===== src/sv/sod_pkg.sv =====
// ----------------------------------------------------------------------------
// sod_pkg : send-on-delta reporter types and constants
// word formats, channel codes, register codes and register reset values
// ----------------------------------------------------------------------------
package sod_pkg;

    localparam int VALUE_W     = 32;
    localparam int TICK_FIELD_W = 40;
    localparam int THRESH_W    = 31;
    localparam int INTERVAL_W  = 32;
    localparam int NUM_CH      = 4;
    localparam int CFG_IDX_W   = 3;
    localparam int CFG_DATA_W  = 32;

    typedef logic [1:0]           t_channel;
    typedef logic [CFG_IDX_W-1:0] t_cfg_index;

    // channel codes
    localparam t_channel CH_TEMP  = 2'd0;
    localparam t_channel CH_HUMID = 2'd1;
    localparam t_channel CH_LUX   = 2'd2;
    localparam t_channel CH_PRESS = 2'd3;

    // register index: msb picks the bank, low bits the channel
    localparam logic CFG_BANK_THRESH   = 1'b0;
    localparam logic CFG_BANK_INTERVAL = 1'b1;

    localparam logic [THRESH_W-1:0] THRESH_RESET [NUM_CH] = '{
        31'd51, 31'd1280, 31'd6400, 31'd5120
    };
    localparam logic [INTERVAL_W-1:0] INTERVAL_RESET = 32'd900000;

    typedef struct packed {
        t_channel                  channel;
        logic signed [VALUE_W-1:0] sample_value;
        logic                      sample_ok;
        logic                      altitude_ok;
        logic [TICK_FIELD_W-1:0]   now_tick;
    } t_in_word;

    typedef struct packed {
        logic                      publish;
        t_channel                  out_channel;
        logic signed [VALUE_W-1:0] out_value;
    } t_out_word;

endpackage


===== src/sv/sod_decide.sv =====
// ----------------------------------------------------------------------------
// sod_decide : publish decision for one sample
// delta and deadline tests, illuminance rules, saturating deadline update
// ----------------------------------------------------------------------------
module sod_decide #(
    parameter int FRAC_BITS = 8,
    parameter int TICK_BITS = 40
) (
    input  sod_pkg::t_in_word                   i_item,
    input  logic signed [sod_pkg::VALUE_W-1:0]  i_last,
    input  logic [TICK_BITS-1:0]                i_deadline,
    input  logic [sod_pkg::THRESH_W-1:0]        i_threshold,
    input  logic [sod_pkg::INTERVAL_W-1:0]      i_interval,
    output logic                                o_publish,
    output logic signed [sod_pkg::VALUE_W-1:0]  o_value,
    output logic [TICK_BITS-1:0]                o_deadline
);
    import sod_pkg::*;

    localparam logic signed [VALUE_W-1:0] LuxOne = VALUE_W'(64'd1 << FRAC_BITS);
    localparam int NowW = (TICK_BITS > TICK_FIELD_W) ? TICK_BITS : TICK_FIELD_W;

    logic [NowW-1:0]             w_now_ext;
    logic [TICK_BITS-1:0]        w_now;
    logic                        w_is_lux;
    logic signed [VALUE_W-1:0]   w_value;
    logic signed [VALUE_W:0]     w_diff;
    logic [VALUE_W:0]            w_mag;
    logic                        w_delta_hit;
    logic                        w_late;
    logic                        w_lux_hit;
    logic [TICK_BITS:0]          w_sum;

    assign w_now_ext = NowW'(i_item.now_tick);
    assign w_now     = w_now_ext[TICK_BITS-1:0];
    assign w_is_lux  = (i_item.channel == CH_LUX);

    // illuminance below one is forced to zero
    assign w_value = (w_is_lux && (i_item.sample_value < LuxOne)) ? '0 : i_item.sample_value;

    // exact 33-bit distance
    assign w_diff      = {w_value[VALUE_W-1], w_value} - {i_last[VALUE_W-1], i_last};
    assign w_mag       = w_diff[VALUE_W] ? (VALUE_W+1)'(-w_diff) : w_diff;
    assign w_delta_hit = (w_mag >= (VALUE_W+1)'(i_threshold));
    assign w_late      = (i_deadline < w_now);

    assign w_lux_hit = w_is_lux &&
                       (((w_value == '0) && (i_last != '0)) ||
                        ((w_value > LuxOne) && (i_last == '0)));

    always_comb begin
        o_publish = i_item.sample_ok && (w_delta_hit || w_late || w_lux_hit);
        if ((i_item.channel == CH_PRESS) && !i_item.altitude_ok) begin
            o_publish = 1'b0;
        end
    end

    assign o_value = o_publish ? w_value : '0;

    // deadline saturates at all ones
    assign w_sum      = {1'b0, w_now} + (TICK_BITS+1)'(i_interval);
    assign o_deadline = w_sum[TICK_BITS] ? '1 : w_sum[TICK_BITS-1:0];

endmodule


===== src/sv/send_on_delta_reporter.sv =====
// ----------------------------------------------------------------------------
// send_on_delta_reporter : four-channel report-on-change filter
// publishes a sample on a large enough change or when the channel's deadline
// has passed; keeps last published value and deadline per channel
// ----------------------------------------------------------------------------
// usage
//   input channel: i_in_valid / o_in_stall / i_in_data, one sample word each;
//     a word is taken at a clock edge with valid high and stall low
//   output channel: o_out_valid / i_out_stall / o_out_data, exactly one result
//     word per sample, in sample order; publish=0 words carry a zero value
//   config channel: i_cfg_valid / o_cfg_ready / i_cfg_index / i_cfg_data;
//     index 0..3 thresholds, 4..7 intervals, in channel order; ready is
//     always high, write only while no sample is in flight
//   a taken sample is held in the input register, then its result word in the
//     result register, from which it leaves
//   throughput: one sample per cycle while the result word is not stalled, set
//     by the single decision stage between the input register and the result register
//   a published sample updates its channel's state in the same edge that loads
//     the result, so the next sample already sees it
//   reset (i_rst_n low, synchronous): both stages empty, last values and
//     deadlines zero, registers back to their defaults
//   a stalled result holds; the input stage keeps accepting until it too is
//     full, then o_in_stall rises
// ----------------------------------------------------------------------------
module send_on_delta_reporter #(
    parameter int FRAC_BITS = 8,
    parameter int TICK_BITS = 40
) (
    input  logic                                 i_clk,
    input  logic                                 i_rst_n,
    // sample words
    input  logic                                 i_in_valid,
    output logic                                 o_in_stall,
    input  sod_pkg::t_in_word                    i_in_data,
    // result words
    output logic                                 o_out_valid,
    input  logic                                 i_out_stall,
    output sod_pkg::t_out_word                   o_out_data,
    // register writes
    input  logic                                 i_cfg_valid,
    output logic                                 o_cfg_ready,
    input  sod_pkg::t_cfg_index                  i_cfg_index,
    input  logic [sod_pkg::CFG_DATA_W-1:0]       i_cfg_data
);
    import sod_pkg::*;

    // pipeline stages
    logic                        r_in_vld;
    logic                        n_in_vld;
    t_in_word                    r_in;
    logic                        r_out_vld;
    logic                        n_out_vld;
    t_out_word                   r_out;

    // per-channel registers and state
    logic [THRESH_W-1:0]         r_thresh   [NUM_CH];
    logic [INTERVAL_W-1:0]       r_interval [NUM_CH];
    logic signed [VALUE_W-1:0]   r_last     [NUM_CH];
    logic [TICK_BITS-1:0]        r_deadline [NUM_CH];

    logic                        w_out_load;
    logic                        w_fire;
    logic                        w_publish;
    logic signed [VALUE_W-1:0]   w_value;
    logic [TICK_BITS-1:0]        w_deadline;
    logic                        w_cfg_wr;

    // result register free, or its word leaves this edge
    assign w_out_load = !r_out_vld || !i_out_stall;
    // input stage word moves into the result register
    assign w_fire     = r_in_vld && w_out_load;
    assign o_in_stall = r_in_vld && !w_out_load;

    always_comb begin
        n_in_vld  = r_in_vld;
        n_out_vld = r_out_vld;
        if (!o_in_stall) begin
            n_in_vld = i_in_valid;
        end
        if (w_out_load) begin
            n_out_vld = r_in_vld;
        end
    end

    always_ff @(posedge i_clk) begin
        if (!i_rst_n) begin
            r_in_vld  <= 1'b0;
            r_out_vld <= 1'b0;
        end else begin
            r_in_vld  <= n_in_vld;
            r_out_vld <= n_out_vld;
        end
    end

    // payload registers, no reset
    always_ff @(posedge i_clk) begin
        if (i_in_valid && !o_in_stall) begin
            r_in <= i_in_data;
        end
        if (w_fire) begin
            r_out.publish     <= w_publish;
            r_out.out_channel <= r_in.channel;
            r_out.out_value   <= w_value;
        end
    end

    // decision for the word in the input stage against its channel's state
    sod_decide #(
        .FRAC_BITS (FRAC_BITS),
        .TICK_BITS (TICK_BITS)
    ) u_decide (
        .i_item      (r_in),
        .i_last      (r_last[r_in.channel]),
        .i_deadline  (r_deadline[r_in.channel]),
        .i_threshold (r_thresh[r_in.channel]),
        .i_interval  (r_interval[r_in.channel]),
        .o_publish   (w_publish),
        .o_value     (w_value),
        .o_deadline  (w_deadline)
    );

    // channel state: cleared at reset, otherwise written only when a sample is published
    always_ff @(posedge i_clk) begin
        if (!i_rst_n) begin
            for (int i = 0; i < NUM_CH; i++) begin
                r_last[i]     <= '0;
                r_deadline[i] <= '0;
            end
        end else if (w_fire && w_publish) begin
            r_last[r_in.channel]     <= w_value;
            r_deadline[r_in.channel] <= w_deadline;
        end
    end

    // register writes, always accepted
    assign o_cfg_ready = 1'b1;
    assign w_cfg_wr    = i_cfg_valid && o_cfg_ready;

    always_ff @(posedge i_clk) begin
        if (!i_rst_n) begin
            for (int i = 0; i < NUM_CH; i++) begin
                r_thresh[i]   <= THRESH_RESET[i];
                r_interval[i] <= INTERVAL_RESET;
            end
        end else if (w_cfg_wr) begin
            case (i_cfg_index[CFG_IDX_W-1])
                CFG_BANK_THRESH: begin
                    r_thresh[i_cfg_index[1:0]] <= i_cfg_data[THRESH_W-1:0];
                end
                CFG_BANK_INTERVAL: begin
                    r_interval[i_cfg_index[1:0]] <= i_cfg_data[INTERVAL_W-1:0];
                end
                default: begin
                end
            endcase
        end
    end

    assign o_out_valid = r_out_vld;
    assign o_out_data  = r_out;

endmodule


===== config.mk =====
export PLATFORM = sky130hd
export DESIGN_NAME = send_on_delta_reporter
export DESIGN_NICKNAME = d
export VERILOG_FILES = /design/src/sv/sod_pkg.sv /design/src/sv/sod_decide.sv /design/src/sv/send_on_delta_reporter.sv
export SDC_FILE = /design/constraint.sdc
export NUM_CORES = 1
export LEC_CHECK = 0
export ABC_AREA = 1
export BUFFER_PORTS_ARGS = -buffer_cell sky130_fd_sc_hd__buf_2
export CAP_MARGIN = 40
export CELL_PAD_IN_SITES_DETAIL_PLACEMENT = 1
export CELL_PAD_IN_SITES_GLOBAL_PLACEMENT = 1
export CORE_ASPECT_RATIO = 1.2
export CORE_MARGIN = 2
export CORE_UTILIZATION = 44
export DETAILED_ROUTE_END_ITERATION = 16
export GPL_TIMING_DRIVEN = 1
export HOLD_SLACK_MARGIN = 0.15
export PLACE_DENSITY_LB_ADDON = 0.05
export SETUP_SLACK_MARGIN = 0.5
export SYNTH_ARGS = -nofsm -noshare
export SYNTH_HDL_FRONTEND = slang
export SYNTH_SLANG_ARGS = --single-unit

===== constraint.sdc =====
create_clock -name i_clk -period 11.5 [get_ports i_clk]
set_input_delay 0.575 -clock i_clk [delete_from_list [all_inputs] [get_ports i_clk]]
set_output_delay 0.575 -clock i_clk [all_outputs]
set_load 0.05 [all_outputs]

==> flow_metrics.env <==
export IMPL_dieArea_sq_um=78990
export IMPL_crit_fanout=102
export IMPL_holdWs_ns=0.1775
export IMPL_final_hold_violation_count=0
export IMPL_syn_instance_count=3511
export IMPL_design_area_sq_um=38710
export IMPL_ir_drop_uv=115.9
export IMPL_synth_avg_cell_area_sq_um=9.618
export IMPL_critPathMaxStageDelay_ns=0.65
export IMPL_crit_type="reg2reg"
export IMPL_start_kind="flip-flop"
export IMPL_dieWidth_microns=256.9
export IMPL_syn_area_sq_um=33770
export IMPL_viasPerCell=5.562
export IMPL_io_buffers=152
export IMPL_clk_latency_ns=0.64
export IMPL_status="finished, final reports clean"
export IMPL_synth_cell_type_count=56
export IMPL_max_freq_mhz=108.7
export IMPL_drv_cap=0
export IMPL_grt_pass1_wl_microns=169100
export IMPL_routed_wl_microns=112600
export IMPL_clock_sinks=655
export IMPL_cts_path_max_buffers=3
export IMPL_min_path_type="in2reg"
export IMPL_cp_data_required_time_ns=11.76
export IMPL_grt_max_degree=103
export IMPL_dp_hpwl_microns=78090
export IMPL_rsz0062_at_grt="no"
export IMPL_die_y_microns=307.5
export IMPL_synth_area_leaders="edfxtp_1 58%, nor2_1 8.4%, nand2_1 7.0%, ha_1 4.9%, inv_1 3.6%"
export IMPL_h_tree_depth=3
export IMPL_place_congestion=0.9022
export IMPL_min_period_ns=9.200
export IMPL_timing_setup_tns_ns=0
export IMPL_synth_top_area_share=0.5789
export IMPL_slew_viol_final=0
export IMPL_skew_ns=0.03056
export IMPL_final_net_count=3949
export IMPL_setup_viol_count_final=0
export IMPL_yosys_warnings=0
export IMPL_synth_ff_type="edfxtp_1"
export IMPL_yosysTopAreaCell="edfxtp_1"
export IMPL_cts_resized=0
export IMPL_num_antenna_cells=0
export IMPL_cts_tree="done"
export IMPL_core_sq_um=76250
export IMPL_p_per_area_nw_per_um2=170.1
export IMPL_synth_edf_count=651
export IMPL_cp_top_family="simple AND/OR/NAND/NOR gates"
export IMPL_start_util=0.4429
export IMPL_synth_common_cells="758 x nor2_1, 651 x edfxtp_1, 626 x nand2_1"
export IMPL_worstPathArrival_ns=9.46
export IMPL_clockRootBuffer="clkbuf_16"
export IMPL_grtUsageTotal=0.2836
export IMPL_grt_pass1_vias=27640
export IMPL_synth_most_common_cell="nor2_1"
export IMPL_rows=111
export IMPL_vias=26540
export IMPL_drive_above_1_share=0.1047
export IMPL_numCtsBuffers=72
export IMPL_tightestPinTransition_ns=0.8548
export IMPL_wl_per_cell_microns=23.60
export IMPL_slew_headroom=0.4288
export IMPL_drt_iter0_markers=2205
export IMPL_leakage_nw=15.88
export IMPL_slowest_stage="inv_6"
export IMPL_syn_num_nets=3760
export IMPL_placed_area_sq_um=35790
export IMPL_num_io_pins=154
export IMPL_crit_buf_inv=9
export IMPL_cp_common_cell="nand2_1"
export IMPL_drc=0
export IMPL_ys_seq_area_frac=0.5813
export IMPL_synth_seq_cells=655
export IMPL_fin_crit_sh=0.8000
export IMPL_antenna_found_initial=1
export IMPL_gr_total_overflow=0
export IMPL_utilization=0.5077
export IMPL_synthArstFlopShare=0
export IMPL_dr_pass1_iters=5
export IMPL_area_growth_pct=14.63
export IMPL_drtAntennaViolNets=0
export IMPL_cp_end_kind="flip-flop"
export IMPL_clk_pin_slew_ns=0.06
==> registers in the layout, summed over array words and instances (netlist names), named ones only <==
signal / cells
o_out_data: 35
r_deadline: 160
o_out_valid: 1
r_in: 76
r_thresh: 124
r_interval: 128
r_in_vld: 1
r_last: 128
==> cell type report <==
cell class | instances | area (sq um)
multi-input combinational | 2367 | 12220
timing repair buffer | 269 | 2097
clock inverter | 34 | 287.8
sequential | 655 | 19630
clock buffer | 95 | 1931
fill | 8540 | 37540
tap | 1017 | 1272
inverter | 335 | 1270
==> layout by cell type (no fill, tap or decap), types with 6 or more instances in the layout <==
cell type and n:
buf_4 30, o21a_1 10, nand2_1 620, nor2_4 6
clkbuf_16 74, nor3_1 22, nor2_1 758, xnor2_1 10
edfxtp_1 651, nand2_4 9, clkinv_1 19, buf_12 6
dlygate4sd3_1 70, or2_2 8, nor2_2 16, clkbuf_1 21
nand3b_1 6, a32o_1 57, inv_1 319, nand4_1 28
buf_16 10, nand3_1 81, a31oi_1 13, a21oi_1 188
o22ai_1 71, clkinv_2 8, nand3_2 9, inv_2 9
ha_1 132, nand2_2 23, o21ai_0 198, buf_2 152
xor2_1 33, nor4_1 9
==> worst register-to-register path, delay by kind of cell, from the launching register on <==
kind	cells	cell delay (ns)
AOI/OAI and AO/OA	5	0.96
xor gates and xnor gates	1	0.18
adders and majority gates	2	0.71
buffers and inverters	9	2.98
DFF	1	0.52
and+or+nand+nor	23	3.47
==> final timing paths <==
| path | start | end | slack (ns) | depth (start not counted) |
|---|---|---|---|---|
| min reg2reg | r_in[75] | o_out_data[33] | 0.53 | 0 |
| max reg2reg | flip-flop | r_deadline[1][20] | 2.30 | 40 |
| min | i_in_data[57] | r_in[57] | 0.18 | 1 |
| max | flip-flop | r_deadline[1][20] | 2.30 | 40 |
==> metrics by stage <==
step | setup slack, ns | power (mW) | instances
floorplan | 2.447 | 3.853 | 3511
global placement | 2.653 | 4.322 | 4555
detailed placement | 2.280 | 4.383 | 4573
CTS | 2.244 | 6.626 | 4772
global route | 1.599 | 6.887 | 4772
finish | 2.300 | 6.586 | 4772
==> repair_timing <==
action                                 CTS  global route
setup buffers                            0             0
endpoints found under the hold margin   70             0
hold buffers                            70             0
==> cells by family (layout without fill, tap and decap cells) <==
| family | Yosys count | in the layout | synth area share |
|---|---|---|---|
| compound gates | 583 | 583 | 0.1026 |
| xor+xnor | 44 | 44 | 0.01163 |
| fa+ha+maj | 133 | 133 | 0.04950 |
| buf+inv | 489 | 733 | 0.05895 |
| flops | 655 | 655 | 0.5813 |
| other cells | 2 | 2 | 0.0002224 |
| simple gates | 1605 | 1605 | 0.1958 |
==> power by group <==
part | switching [mW] | internal, mW
clock | 0.970 | 1.26
sequential | 0.0544 | 2.77
combinational | 1.06 | 0.478
total | 2.08 | 4.50
==> metal layers <==
metal | part of all wire | up-vias | wire length [microns] | global-route usage
met1 | 0.42 | 13330 | 47750 | 0.3650
met4 | 0.034 | 2 | 3793 | 0.09803
met3 | 0.048 | 157 | 5363 | 0.03728
li1 | - | 12370 | - | -
met2 | 0.49 | 686 | 55690 | 0.4925
met5 | 0.00012 | - | 13 | 0
Note: power is estimated with default switching activity, not from simulation.
